[src/rtl/core/tdq_pkg.sv]
`timescale 1ns / 1ps
// tdq_pkg: shared types and constants for the TPDF dither quantizer.
// Holds the job beat format, back-end state codes and generator constants.
// No dependencies.
package tdq_pkg;

	// configuration port
	localparam int CFG_IDX_W  = 2;
	localparam int CFG_DATA_W = 64;

	typedef enum logic [CFG_IDX_W-1:0] {
		REG_BIT_DEPTH     = 2'd0,
		REG_DITHER_ENABLE = 2'd1,
		REG_DITHER_SEED   = 2'd2
	} cfg_reg_t;

	localparam logic [4:0]  BIT_DEPTH_RST     = 5'd16;
	localparam logic        DITHER_ENABLE_RST = 1'b0;
	localparam logic [63:0] DITHER_SEED_RST   = 64'd0;
	localparam logic [4:0]  MIN_DEPTH         = 5'd2;

	// splitmix64 constants
	localparam logic [63:0] GOLDEN_INC = 64'h9E3779B97F4A7C15;
	localparam logic [63:0] MIX_MUL_A  = 64'hBF58476D1CE4E5B9;
	localparam logic [63:0] MIX_MUL_B  = 64'h94D049BB133111EB;

	// quantizer datapath widths
	localparam int SAMPLE_W = 32;
	localparam int CODE_W   = 24;
	localparam int DRAW_W   = 24;
	localparam int DITH_W   = DRAW_W + 1;
	localparam int NUM_W    = 56;
	localparam int FRAC_W   = 24;

	localparam logic [NUM_W-1:0] ROUND_HALF = NUM_W'(1) << (FRAC_W - 1);

	// depth of the front-to-back job queue
	localparam int JOB_DEPTH = 2;

	// one classified input beat
	typedef struct packed {
		logic signed [SAMPLE_W-1:0] sample;
		logic                       restart;
		logic                       dither;
		logic [4:0]                 depth_m1;
	} job_t;

	typedef enum logic [2:0] {
		ST_IDLE,
		ST_ISSUE1,
		ST_ISSUE2,
		ST_WAIT,
		ST_QUANT,
		ST_ABS,
		ST_ROUND
	} back_state_t;

endpackage

[src/rtl/core/tdq_queue.sv]
`timescale 1ns / 1ps
// tdq_queue: small flop-based queue of job beats between front and back.
// Depends on tdq_pkg.
module tdq_queue #(
	parameter int DEPTH = 2
) (
	input  logic          clk,
	input  logic          arst_n,
	input  logic          push,
	input  tdq_pkg::job_t din,
	output logic          full,
	input  logic          pop,
	output tdq_pkg::job_t dout,
	output logic          empty
);
	import tdq_pkg::*;

	localparam int PTR_W = (DEPTH > 1) ? $clog2(DEPTH) : 1;
	localparam int CNT_W = $clog2(DEPTH + 1);

	job_t             mem_q [DEPTH];
	logic [PTR_W-1:0] wr_ptr_q;
	logic [PTR_W-1:0] rd_ptr_q;
	logic [CNT_W-1:0] count_q;
	logic             do_push;
	logic             do_pop;

	assign full    = (count_q == CNT_W'(DEPTH));
	assign empty   = (count_q == '0);
	assign do_push = push && !full;
	assign do_pop  = pop && !empty;
	assign dout    = mem_q[rd_ptr_q];

	// storage
	always_ff @(posedge clk) begin
		if (do_push)
			mem_q[wr_ptr_q] <= din;
	end

	// pointers and fill count
	always_ff @(posedge clk or negedge arst_n) begin
		if (!arst_n) begin
			wr_ptr_q <= '0;
			rd_ptr_q <= '0;
			count_q  <= '0;
		end else begin
			if (do_push)
				wr_ptr_q <= (wr_ptr_q == PTR_W'(DEPTH - 1)) ? '0 : wr_ptr_q + 1'b1;
			if (do_pop)
				rd_ptr_q <= (rd_ptr_q == PTR_W'(DEPTH - 1)) ? '0 : rd_ptr_q + 1'b1;
			if (do_push && !do_pop)
				count_q <= count_q + 1'b1;
			else if (do_pop && !do_push)
				count_q <= count_q - 1'b1;
		end
	end

endmodule

[config.mk]
export PLATFORM = sky130hd
export DESIGN_NAME = tdq_queue
export DESIGN_NICKNAME = d
export VERILOG_FILES = /design/src/rtl/core/tdq_pkg.sv /design/src/rtl/core/tdq_queue.sv
export SDC_FILE = /design/constraint.sdc
export NUM_CORES = 1
export LEC_CHECK = 0
export ABC_AREA = 1
export BUFFER_PORTS_ARGS = -buffer_cell sky130_fd_sc_hd__buf_2
export CAP_MARGIN = 30
export CORE_ASPECT_RATIO = 0.5
export CORE_UTILIZATION = 33
export CTS_CLUSTER_SIZE = 28
export DETAILED_ROUTE_END_ITERATION = 8
export HOLD_SLACK_MARGIN = 0.08
export PLACE_DENSITY = 0.54
export SLEW_MARGIN = 20
export SYNTH_ARGS = -nofsm -noshare
export SYNTH_HDL_FRONTEND = slang
export SYNTH_SLANG_ARGS = --single-unit
[constraint.sdc]
create_clock -name clk -period 6.9 [get_ports clk]
set_input_delay 1.38 -clock clk [delete_from_list [all_inputs] [get_ports clk]]
set_output_delay 1.38 -clock clk [all_outputs]
set_load 0.05 [all_outputs]
# After elaboration in Yosys (flattened, before gate mapping)
# Memory sizes are Yosys's and may differ from the RTL's.
# Cells that the tools add are included.
# totals
ff_bits,4
mem_bits_rw,78
in_bits,43
out_inout_bits,41
wordCells,25
memories,1
# mem_list
memory,words,word_bits,read_ports,rd_clocked_by_memory_dff,wr,line_no,text
mem_q,2,39,1,0,1,tdq_queue.sv:21,job_t mem_q [DEPTH];
# op_classes
n_addsub,4
n_eq_ne,1
muxes,6
reduce_logical,10
# op_table
operator,n
$logic_and A1 B1 Y1,4
$logic_not A1 Y1,4
$mux W1,4
$mux W2,2
$add A1 B1 Y1 const B,2
$add A2 B1 Y2 const B,1
$eq A2 B2 Y1 const B,1
$logic_not A2 Y1,1
$reduce_bool A2 Y1,1
$sub A2 B1 Y2 const B,1

# Logic depth before layout (Yosys ltp)
# depth
ltp_word,7
ltp_mapped,9
ltp_nobuf,9

# Worst setup path before layout
# Ideal clock, no wire load.
# synth_timing
path_kind,input-to-reg
startpoint,input push
endpoint,memory mem_q[1][0] (netlist bit) (enable)
setup_time_ns,0.435
t_arrival_ns,3.130
required_ns,6.465
setup_slack_ns,3.334
stages,2
n_path_buf,0
path_cell_list,o21ai_0 > nor2_1
# synth_between
elab_chain_len,3
# synth_rtl
item,line_no,text
"start, declared",tdq_queue.sv:9,"input logic push,"
$logic_and A1 B1 Y1,tdq_queue.sv:30,assign do_push = push && !full;
$mux W1,tdq_queue.sv:36,if (do_push)
$mux W1 (not written as such),tdq_queue.sv:37,mem_q[wr_ptr_q] <= din;
"end, declared",tdq_queue.sv:21,
# Every way passes these cells.

==> results_dict.tcl <==
set metrics [dict create \
    cts_hold_buf 0 \
    rsz0062_at_grt "false" \
    crit_fanout 40 \
    wirelength_mm 5.721 \
    maxSlewViolCount 0 \
    cap_violations 0 \
    fin_util 0.4395 \
    fmax_ghz 0.3219 \
    final.setup_skew_ns 0.005283 \
    synth-simple-area-share 0.1667 \
    timing.final.crit_share 0.4502 \
    hpwlAfterDp_mm 3.712 \
    synth_area_um2 3070 \
    worst_setup_path_end_kind "output port" \
    post-route-min-period_ns 3.106 \
    synth_commonest_cells "nand2_1, edfxtp_1, inv_1" \
    grt_pass1_wl_mm 9.349 \
    drc 8 \
    post_drt_via_cell_ratio 4.252 \
    antenna_found_initial 0 \
    post-cts-setup-buffers 0 \
    cts_tree "built" \
    drive_above_1_share 0.3150 \
    htreeDepth 3 \
    post-synth-top-area-fraction 0.7628 \
    met1_usage 0.1413 \
    nNetsFinal 368 \
    r2r.worst_path.cells 3 \
    timing.hold.ws_ns 0.4993 \
    max_slew_margin 0.5280 \
    clock_path_buffers 2 \
    rrSetupSlack_ns 5.20 \
    synth_fp_nets 280 \
    grt.busiest_layer "met2" \
    die_area_um2 9717 \
    synth_cells 236 \
    met2_usage 0.2256 \
    grt_max_degree 41 \
    synth_top_family_by_area "simple AND/OR/NAND/NOR gates" \
    syn-mean-instance-area_um2 13.01 \
    die_y_um 70.21 \
    fin_setup_tns_ns 0 \
    cts_buffers 9 \
    first_iter_violations 167 \
    grt_pass1_vias 1998 \
    crit_path_end "dout[36]" \
    synthArstFlopShare 0.04878 \
    overflow 0 \
    clk_latency_ns 0.33 \
    critical_path_buf_inv_count 2 \
    critPathLaunch "rd_ptr_q" \
    gp_congestion 0.6735 \
    cts-root-buf "clkbuf_16" \
    cp.depth 4 \
    ant_nets 0 \
    antenna_cells 0 \
    ys_ff_latch 82 \
    synth-compound-area-share 0.003260 \
    use_met3 0.05487 \
    io_buffers 83 \
    fin_ws_ns 3.794 \
    cp_top_family "buffers and inverters" \
    path_class "reg2out" \
    cp-start-kind "flip-flop" \
    yosysUniqueCellTypes 17 \
    dp_slack_ns 4.101 \
    row_count 24 \
    violations "design-rule violations" \
    synth.mux.area_fraction 0 \
    synth_most_common_cell "nand2_1" \
    worstMarginPinSlew_ns 0.7070 \
    worstReg2RegEnd "mem_q[1][8]" \
    areaGrowthSynthToFinish_pct 26.81 \
    yosys-top-cells-area "edfxtp_1, nand2_1, dfrtp_1" \
    ys.flop_type "edfxtp_1" \
    holdPathStages 2 \
    drt_first_pass_iters 6 \
    synth-xor-area-share 0.002852 \
    cp_cell_sequence "inv_2, nand2_1, nand2_1, buf_2" \
    core_area_um2 8859 \
    start_util 0.3466 \
    synth_edf_count 78 \
    yosysWarnings 0 \
    r2r-start "count_q[0]" \
    dieWidth_um 138.4 \
    ctsResizeCount 0 \
    yosys.area.top_type "edfxtp_1" \
    synth_adder_area_share 0.004075 \
    worstPathRequired_ns 5.52 \
    ioPinCount 84 \
    grt_usage 0.1307 \
    crit_slowest_cell "inv_2" \
    hp-start "wr_ptr_q" \
    hold_path_class "reg2reg" \
    setup-violations-final 0 \
    critPathArrivalTime_ns 1.73 \
    outcome "finished with violations" \
    wl_per_cell_um 12.89 \
    ys_seq_area_frac 0.7954 \
    cp_common_cell "nand2_1" \
    routed-via-count 1888 \
    cpPeakStageDelay_ns 0.52 \
    clk_pin_slew_ns 0.05 \
    cts.sinks 82 \
    hold_violations 0 \
]
==> how the worst min path moves through the flow <==
stage / end / slack [ns]
after detailed placement: wr_ptr_q / 0.48
after CTS: wr_ptr_q / 0.50
after floorplan: wr_ptr_q / 0.45
final: wr_ptr_q / 0.50
after global placement: wr_ptr_q / 0.48
after global routing: wr_ptr_q / 0.51
==> metal layers <==
layer	up-vias	part of all wire
li1	961	-
met1	877	0.42
met3	8	0.059
met4	0	0.017
met2	42	0.50
met5	-	0
==> layout make-up <==
cell class	instances	area [um^2]
clock inverter	4	45.04
fill	805	4965
timing repair buffer	86	450.4
inverter	8	30.03
clock buffer	10	229.0
sequential	82	2442
multi-input combinational	137	550.5
tap	117	146.4
==> through the flow <==
step           cells  instance area, um^2
3_3_place_gp     429                 3600
4_1_cts          444                 3894
3_5_place_dp     430                 3620
5_1_grt          444                 3894
2_1_floorplan    236                 3070
6_report         444                 3894
==> layout by cell type, fill, tap and decap left out, drive strengths merged <==
cell | Yosys | layout
buf | 8 | 86
bufinv | 0 | 1
clkbuf | 1 | 10
clkinv | 0 | 4
dfrtp | 4 | 4
edfxtp | 78 | 78
ha | 1 | 1
inv | 8 | 7
nand2 | 126 | 126
nand3 | 1 | 1
nand3b | 1 | 1
nand4 | 1 | 1
nor2 | 4 | 4
o21ai | 2 | 2
xnor2 | 1 | 1
==> worst min-delay path, cell delays in order, from the launching register on <==
cell	delay, ns
dfrtp_1	0.35
nand2_1	0.06
nand2_1	0.06
==> registers in the layout, indices dropped and copies added, names as in the netlist <==
name / count
count_q: 2
rd_ptr_q: 1
wr_ptr_q: 1
mem_q: 78
==> logic make-up after synthesis <==
| kind of cell | after synthesis |
|---|---|
| and+or+nand+nor | 133 |
| DFF | 82 |
| buffers and inverters | 17 |
| AOI/OAI and AO/OA | 2 |
| xor gates and xnor gates | 1 |
| adders and majority gates | 1 |
Power is not shown: default switching activity piles up to over one toggle a cycle in this logic, so the estimate is an artifact.
