## src/rtl/core/tdq_pkg.sv

```systemverilog
`timescale 1ns / 1ps
// tdq_pkg: shared types and constants for the TPDF dither quantizer.
// Holds the job beat format, back-end state codes and generator constants.
// No dependencies.
package tdq_pkg;

	// configuration port
	localparam int CFG_IDX_W  = 2;
	localparam int CFG_DATA_W = 64;

	typedef enum logic [CFG_IDX_W-1:0] {
		REG_BIT_DEPTH     = 2'd0,
		REG_DITHER_ENABLE = 2'd1,
		REG_DITHER_SEED   = 2'd2
	} cfg_reg_t;

	localparam logic [4:0]  BIT_DEPTH_RST     = 5'd16;
	localparam logic        DITHER_ENABLE_RST = 1'b0;
	localparam logic [63:0] DITHER_SEED_RST   = 64'd0;
	localparam logic [4:0]  MIN_DEPTH         = 5'd2;

	// splitmix64 constants
	localparam logic [63:0] GOLDEN_INC = 64'h9E3779B97F4A7C15;
	localparam logic [63:0] MIX_MUL_A  = 64'hBF58476D1CE4E5B9;
	localparam logic [63:0] MIX_MUL_B  = 64'h94D049BB133111EB;

	// quantizer datapath widths
	localparam int SAMPLE_W = 32;
	localparam int CODE_W   = 24;
	localparam int DRAW_W   = 24;
	localparam int DITH_W   = DRAW_W + 1;
	localparam int NUM_W    = 56;
	localparam int FRAC_W   = 24;

	localparam logic [NUM_W-1:0] ROUND_HALF = NUM_W'(1) << (FRAC_W - 1);

	// depth of the front-to-back job queue
	localparam int JOB_DEPTH = 2;

	// one classified input beat
	typedef struct packed {
		logic signed [SAMPLE_W-1:0] sample;
		logic                       restart;
		logic                       dither;
		logic [4:0]                 depth_m1;
	} job_t;

	typedef enum logic [2:0] {
		ST_IDLE,
		ST_ISSUE1,
		ST_ISSUE2,
		ST_WAIT,
		ST_QUANT,
		ST_ABS,
		ST_ROUND
	} back_state_t;

endpackage

```

## src/rtl/core/tdq_front.sv

```systemverilog
`timescale 1ns / 1ps
// tdq_front: configuration registers and input beat acceptance.
// Classifies each beat (effective depth, dither on/off) into a job_t.
// Depends on tdq_pkg.
module tdq_front #(
	parameter int MAX_BITS = 24
) (
	input  logic                                  clk,
	input  logic                                  arst_n,
	input  logic                                  cfg_wr_en,
	input  logic [tdq_pkg::CFG_IDX_W-1:0]         cfg_addr,
	input  logic [tdq_pkg::CFG_DATA_W-1:0]        cfg_wdata,
	input  logic                                  push,
	output logic                                  full,
	input  logic signed [tdq_pkg::SAMPLE_W-1:0]   sample_in,
	input  logic                                  restart,
	output logic                                  job_push,
	output tdq_pkg::job_t                         job,
	input  logic                                  job_full,
	output logic [63:0]                           seed
);
	import tdq_pkg::*;

	logic [4:0]  bit_depth_q;
	logic        dither_enable_q;
	logic [63:0] dither_seed_q;
	logic [4:0]  depth_eff;

	// register writes
	always_ff @(posedge clk or negedge arst_n) begin
		if (!arst_n) begin
			bit_depth_q     <= BIT_DEPTH_RST;
			dither_enable_q <= DITHER_ENABLE_RST;
			dither_seed_q   <= DITHER_SEED_RST;
		end else if (cfg_wr_en) begin
			unique case (cfg_addr)
				REG_BIT_DEPTH:     bit_depth_q     <= cfg_wdata[4:0];
				REG_DITHER_ENABLE: dither_enable_q <= cfg_wdata[0];
				REG_DITHER_SEED:   dither_seed_q   <= cfg_wdata;
				default:           ;
			endcase
		end
	end

	// clamp depth to the supported range
	always_comb begin
		if (bit_depth_q < MIN_DEPTH)
			depth_eff = MIN_DEPTH;
		else if (bit_depth_q > 5'(MAX_BITS))
			depth_eff = 5'(MAX_BITS);
		else
			depth_eff = bit_depth_q;
	end

	// classify and forward the beat
	assign full          = job_full;
	assign job_push      = push && !job_full;
	assign job.sample    = sample_in;
	assign job.restart   = restart;
	assign job.dither    = dither_enable_q;
	assign job.depth_m1  = depth_eff - 5'd1;
	assign seed          = dither_seed_q;

endmodule

```

## config.mk

```make
export PLATFORM = sky130hd
export DESIGN_NAME = tdq_front
export DESIGN_NICKNAME = d
export VERILOG_FILES = /design/src/rtl/core/tdq_pkg.sv /design/src/rtl/core/tdq_front.sv
export SDC_FILE = /design/constraint.sdc
export NUM_CORES = 1
export LEC_CHECK = 0
export BUFFER_PORTS_ARGS = -buffer_cell sky130_fd_sc_hd__buf_2
export CORE_MARGIN = 1.5
export CORE_UTILIZATION = 40
export DETAILED_ROUTE_END_ITERATION = 8
export PLACE_DENSITY_LB_ADDON = 0.1
export SLEW_MARGIN = 0
export SYNTH_ARGS = -nofsm -noshare
export SYNTH_HDL_FRONTEND = slang
export SYNTH_SLANG_ARGS = --single-unit
```

## constraint.sdc

```tcl
create_clock -name clk -period 5.2 [get_ports clk]
set_input_delay 0.52 -clock clk [delete_from_list [all_inputs] [get_ports clk]]
set_output_delay 0.52 -clock clk [all_outputs]
set_load 0.03 [all_outputs]
```

# After elaboration in Yosys (flattened, before gate mapping)
# Cells that the tools add are included.
word_totals:
  regBits: 70
  latchBits: 0
  ramBits: 0
  rom_bits: 0
  in_bits: 104
  output_inout_bits: 105
  mem_count: 0
op_classes:
  n_addsub: 1
  multipliers: 0
  div: 0
  n_lt_le_gt_ge: 2
  n_eq_ne: 2
  n_shift: 0
  mux: 2
  bitwise_logic: 0
  reduce_logical: 6
op_table:
  columns: ["operator", "n"]
  rows:
  - ["2-to-1 mux 5 bit", 2]
  - ["AND reduction 2 bit", 3]
  - ["greater-than comparator 5 bit, second input constant", 1]
  - ["less-than comparator 5 x 2 -> 1 bit, second input constant", 1]
  - ["subtractor 5 x 1 -> 5 bit, second input constant", 1]
  - ["equality test 2 x 1 -> 1 bit, second input constant", 1]
  - ["equality test 2 bit, second input constant", 1]
  - ["logical NOT 2 bit", 1]
  - ["logical AND 1 bit", 1]
  - ["logical NOT 1 bit", 1]

# Logic depth before layout (Yosys ltp)
# Gate-level depths: netlist of run 1.
logic_depth:
  ltp_word: 4
  mapped_depth: 6

# Worst setup path before layout of run 1
# No wires, ideal clock.
synth_path:
  path_kind: "reg-to-output"
  from: "reg bit_depth_q[3]"
  to: "out job[4] in the netlist's numbering"
  t_arrival_ns: 2.056
  required_ns: 4.680
  slack_ns: 2.624
  path_stages_with_launch: 7
  path_buffers: 1
  path_cell_list: "dfrtp_1 -> clkbuf_2 -> or4_1 -> nand3_1 -> ha_1 -> nor3b_1 -> xnor2_1"
synth_lines:
  columns: ["element", "line", "rtl"]
  rows:
  - ["from (decl)", "tdq_front.sv:24", "logic [4:0] bit_depth_q;"]
  - ["from (signal assigned)", "tdq_front.sv:37", "REG_BIT_DEPTH: bit_depth_q <= cfg_wdata[4:0];"]
  - ["to (decl)", "tdq_front.sv:18", "output tdq_pkg::job_t job,"]

==> metrics.txt, run 1 <==
ant diodes=0; later-pin clock latency in the skew report=between 0.3 and 0.4 ns; GRT Total Usage=0.172; outcome=completed; pre-CTS WS=between 2 and 3 ns; Pins Over Slew Limit=0; post_cts resized=0; Synth Flop Type=dfrtp_1; Final Hold Slack=about 0.37 ns; std cell rows=32; Worst-path clk slew=0.08 ns; CTS Buf Count=9; grt total ovfl=0; Die X=roughly 93 um; Mapped Avg Cell Area=approximately 16 sq um; core footprint=0.00781 sq mm; TritonCTS clock tree=built; register area share after synthesis=0.538; chip height=slightly above 90 um; setup bufs post-CTS=0; Pre-Repair DR Iteration Count=4; Starting DRT DRC Count=just over 50; Power Total=approximately 1.8 mW; worst endpoint required time=roughly 4.7 ns; Routed WL=about 7300 um; Pwr per Cell Area=449 mW/mm^2; post-synth cell types=23; Syn Inst Count=just over 200; Synthesized Nets=a little over 300; Hold Buf Count CTS=0; Post-synth ARST share=1.00; layout cells sized above 1=0.726; I/O Pins=209; Starting Density=0.417; number of synthesized register bits=70; WL/cell=about 17 um; worst hold path class=primary input to asynchronous set/reset pin; drc violations=0; Tightest Pin Transition=between 1 and 1.5 ns; Mapped Area=around 0.0033 sq mm; ANT nets after route=0; Setup Viol. Count Final=0; number of global-route vias before repair=around 2.1k; CP endpoint kind=output pin; Yosys top cell area share=0.530; first-pass GRT wire length=roughly 11,000 um; Routability Congestion=0.775; Final Hold Viols=0; synth cell count leaders=69 x dfrtp_1, 60 x mux2_4, 36 x buf_4; Syn. warnings=0; critical-path maximum fanout=9; Pleak=approximately 2.2 nW; Clock Skew=0 ns; H-tree levels=3; Synth-to-Final Area Change=23.1%; max-cap violation count=0; EDFF count, synth=0; crit path launch type=register; Max Fclk=~370 MHz; Die ar.=between 0.008 and 0.009 sq mm; unrepaired setup endpoints after global routing=false; fin util=0.513; # nets final=421; Vias/cell=approximately 4.7; Max IR drop VDD=around 0.23 mV; critical path data arrival time=between 2 and 2.5 ns; top cells by area, synth=dfrtp_1 53%, mux2_4 28%, buf_4 8.3%, mux2_2 3.5%, buf_6 2.1%; minimum clock period=~2.7 ns; initial antenna violation count=0; largest net degree at the start of global routing=between 70 and 80; Max-slew headroom=0.325; count of port buffers added during placement=~140; dpl hpwl=roughly 5400 um; Final period util=0.525; setup TNS=0 ns; Synth area leader=dfrtp_1; CP Class=register to output pin; vias=~2.0k; Setup WS post-layout=approximately 2.5 ns; count leader, synth=dfrtp_1; Max Root-Sink Buffers=2; Root Buffer Master=clkbuf_8; clock sinks=70
[cell families after synthesis]
group	after synthesis	share of synthesized area
simple gates	10	0.0219
flops	70	0.538
buf+inv	45	0.108
compound gates	4	0.00846
mux	71	0.314
fa+ha+maj	1	0.00384
xor+xnor	2	0.00538
[stage by stage]
stage / cells / area, sq um
after floorplan: 203 / 3260
after global placement: 407 / 3770
after detailed placement: 407 / 3770
after CTS: 423 / 4010
after global routing: 423 / 4010
final: 423 / 4010
[sequential cells by signal, indices dropped and copies added, names as in the netlist]
| name | flops |
|---|---|
| seed | 64 |
| bit_depth_q | 5 |
| dither_enable_q | 1 |
[layout by cell type (no fill, tap or decap)]
cell | netlist | layout
xnor2_1 | 1 | 1
o21bai_1 | 1 | 1
clkbuf_8 | 0 | 11
mux2i_1 | 1 | 1
o31ai_1 | 1 | 1
mux2_4 | 60 | 60
clkinv_2 | 0 | 1
inv_1 | 2 | 2
nor3b_2 | 1 | 1
a21oi_1 | 1 | 1
clkinvlp_4 | 0 | 1
ha_1 | 1 | 1
or4_1 | 2 | 2
buf_2 | 0 | 142
nand2_1 | 1 | 1
buf_4 | 36 | 3
nor2b_1 | 2 | 2
bufinv_16 | 0 | 2
nand3_1 | 1 | 1
xor2_1 | 1 | 1
a21boi_0 | 1 | 1
nor3b_1 | 1 | 1
dfrtp_1 | 69 | 69
dfstp_2 | 1 | 1
clkinv_4 | 0 | 1
nand3b_1 | 2 | 2
mux2_2 | 10 | 10
[path summary, 6_finish.rpt]
check | cells past startpoint | startpoint | slack [ns] | endpoint
max in group asynchronous | 2 | arst_n | 4.25 | seed[6]
max | 6 | bit_depth_q[3] | 2.47 | job[4]
min | 2 | arst_n | 0.37 | seed[38]
min in group clk | 2 | cfg_wdata[32] | 0.40 | seed[32]
min reg2reg | 1 | seed[33] | 0.50 | seed[33]
max reg2reg | 1 | bit_depth_q[3] | 4.34 | bit_depth_q[3]
[routing by layer]
| metal | up-vias | wire, um | GRT usage |
|---|---|---|---|
| met5 | - | 0 | 0 |
| met3 | 51 | 662 | 0.0537 |
| met2 | 108 | 3290 | 0.263 |
| met4 | 0 | 648 | 0.173 |
| met1 | 943 | 2720 | 0.183 |
| li1 | 887 | - | - |
[worst max-delay path, stage by stage (launching register included)]
cell and delay (ns):
dfrtp_1 0.46, or4_1 0.52, nand3_1 0.13, ha_1 0.18
nor3b_1 0.23, xnor2_1 0.14, buf_2 0.21
[power by group]
part           leakage [nW]  internal (mW)  total, mW  switching (mW)
clock network         0.116          0.296      0.500           0.204
logic                  1.24          0.241      0.589           0.348
registers             0.827          0.649      0.709          0.0600
total                  2.18           1.19       1.80           0.611
[layout make-up]
cell class	count	area (sq um)
fillers	690	3800
flip-flops and latches	70	1750
multi-input cells	88	1150
repair buffers	145	733
clock buffers	11	151
well taps	102	128
clock inverters	5	81.3
inverters	2	7.51
Note: power is estimated with default switching activity, not from simulation.
==> run 2, diff against run 1 <==
- ABC_AREA: not set -> 1
- CORE_UTILIZATION: 40 -> 39
- clock period: 5.2 -> 2.28 ns (I/O delays scaled with it)
==> run 2 against run 1 <==
Compared with the run above:
- total power rose by 100%
- clock power rose by 85%
- non-clock buffer count rose by 4
- flip-flop and latch count did not move
==> metrics.txt, run 2 <==
CP endpoint kind=output pin; max-cap violation count=0 (unchanged); max FFs per register=64 (unchanged); WL met1=2680 um (-1.2%); count of port buffers added during placement=142 (unchanged); grt total ovfl=0 (unchanged); EDFF count, synth=0 (unchanged); drc violations=0 (unchanged); Synthesized Nets=455 (+48%); Crit. Startpoint=bit_depth_q[4]; Pwr per Cell Area=890 mW/mm^2 (+98%); Starting DRT DRC Count=97 (+90%); count of non-filler cells in the finished layout=568 (+34%); setup TNS=0 ns (unchanged); I/O Pins=209 (unchanged); chip height=96.1 um (+3.1%); Max IR drop VDD=0.331 mV (+47%); most frequent cells in the layout=142 x buf_2, 78 x nand2_1, 70 x inv_1; ant diodes=0 (unchanged); Max Fclk=about 500 MHz; post-synth cell types=16 (-30%); Synth area leader=dfrtp_1; clock sinks=70 (unchanged); CTS Buf Count=9 (unchanged); Post-synth ARST share=1.00 (unchanged); dpl hpwl=4820 um (-11%); critical-path maximum fanout=4 (-5); Pins Over Slew Limit=0 (unchanged); reg-to-reg slack, setup=1.49 ns (-2.85 ns); xor/xnor share of the synthesized area=0.00518 (-0.000199); Yosys top cell area share=0.511 (-0.0196); Final period util=0.884; count leader, synth=nand2_1; multiplexer area fraction after synthesis=0 (-0.314); first-pass GRT wire length=10,400 um (-7.4%); outcome=completed; layout cells sized above 1=0.479 (-0.246); Synth Area in Adders=0.00370 (-0.000142); crit path launch type=register; Mapped Avg Cell Area=9.66 sq um (-40%); Clock Skew=0 ns (unchanged); minimum clock period=2.01 ns; register area share after synthesis=0.519 (-0.0199); Synth Flop Type=dfrtp_1; placed cell count=554 (+36%); ANT nets after route=0 (unchanged); Tightest Pin Transition=0.508 ns (-0.501 ns); GRT Total Usage=0.149 (-0.0229); Final Hold Viols=0 (unchanged); std cell rows=33 (+3.1%); unrepaired setup endpoints after global routing=false; largest net degree at the start of global routing=39 (-45%); CP Class=register to output pin; setup bufs post-CTS=0 (unchanged); uppermost layer routed=met4; CP Capture Point=job[4]; worst hold path class=primary input to register; Root Buffer Master=clkbuf_8; Routability Congestion=0.800 (+3.2%); Syn Inst Count=350 (+72%); r2r endpoint=bit_depth_q[4]; Met2 Wirelength=2950 um (-10%); vias=2,414 (+21%); WL/cell=11.4 um (-34%); Max-slew headroom=0.661 (+0.336); number of global-route vias before repair=2,267 (+6.8%); synth cell count leaders=78 x nand2_1, 70 x inv_1, 69 x dfrtp_1; core footprint=0.00830 sq mm (+6.3%); Max Root-Sink Buffers=2 (unchanged); later-pin clock latency in the skew report=0.32 ns (-0.02 ns); Pre-Repair DR Iteration Count=4 (unchanged); worst endpoint required time=2.05 ns (-2.63 ns); r2r startpoint=bit_depth_q[4]; Starting Density=0.407 (-0.00963); Syn. warnings=0 (unchanged); fin area=0.00407 sq mm (+1.7%); Die ar.=0.00924 sq mm (+6.3%); most common cell after layout, fill and taps aside=buf_2; critical path data arrival time=1.79 ns (-0.42 ns); # nets final=566 (+34%); Post-DP Area=0.00389 sq mm (+3.0%); top cells by area, synth=dfrtp_1 51%, o21ai_2 16%, nand2_1 8.7%, buf_4 7.8%, inv_1 7.8%; H-tree levels=3 (unchanged); Mapped Area=0.00338 sq mm (+3.8%); Compound-Gate Fraction of Synth Area=0.172 (+0.163); largest family of logic cells by synthesized area=buffers and inverters; Routed WL=6460 um (-12%); met3 WL=699 um (+5.6%); Worst-path clk slew=0.07 ns (about the same); Vias/cell=4.25 (-9.6%); Synth Area in Simple Gates=0.101 (+0.0788); TritonCTS clock tree=built; R2R depth=2 (+1); Die X=96.1 um (+3.1%); Setup Viol. Count Final=0 (unchanged); initial antenna violation count=0 (unchanged); number of synthesized register bits=70 (unchanged); Synth-to-Final Area Change=20.5%; Pleak=2.38 nW (+9.3%)
-- run 2: per-layer routing --
layer	global-route usage	up-vias
met5	0	-
met4	0.0699	0
met3	0.0719	19
met2	0.231	100
met1	0.173	1055
li1	-	1240
-- run 2: critical path: stages, from the launching register on --
cell     delay [ns]
dfstp_2        0.56
nand2_1        0.10
nand2_1        0.11
nand2_1        0.06
inv_1          0.06
ha_1           0.17
nand2_1        0.07
xnor2_1        0.12
buf_2          0.21
-- run 2: what timing repair did --
item,4_1_cts,5_1_grt
resized for setup,0,0
hold endpoints to repair,21,0
hold buffers,1,0
-- run 2: through the flow --
step           worst slack, ns   util  power [mW]  hold WS [ns]
3_5_place_dp             0.610  0.468        2.74         0.234
5_1_grt                 0.0632  0.491        3.86         0.109
3_3_place_gp             0.641  0.468        2.72         0.241
6_report                 0.265  0.491        3.62         0.126
4_1_cts                  0.238  0.491        3.69         0.108
2_1_floorplan            0.214      -        2.48       -0.0676
-- run 2: final cells by class --
cell class,count,area (sq um)
Fill cell,825,4230
Inverter,70,263
Clock buffer,11,141
Multi-Input combinational cell,161,958
Tap cell,105,131
Timing Repair Buffer,149,791
Sequential cell,70,1750
Clock inverter,2,35.0
-- run 2: where the power goes --
group / total, mW / switching (mW) / internal, mW
logic: 1.15 / 0.789 / 0.364
clock network: 0.927 / 0.411 / 0.516
registers: 1.54 / 0.102 / 1.44
-- run 2: worst min path at each step --
stage,cells past startpoint,startpoint,slack (ns),endpoint
finish,3,cfg_wdata[29],0.13,seed[29]
global route,3,cfg_wdata[41],0.11,seed[41]
CTS,3,cfg_wdata[29],0.11,seed[29]
detailed placement,1,arst_n,0.23,seed[63]
global placement,1,arst_n,0.24,seed[63]
floorplan,0,arst_n,-0.07,bit_depth_q[0]
-- run 2: kinds of logic after synthesis --
logic type / count (synthesis)
XOR/XNOR: 2
AO/OA/AOI/OAI: 71
adder cells (fa/ha/maj): 1
buffers and inverters: 119
AND/OR/NAND/NOR: 87
flip-flops: 70
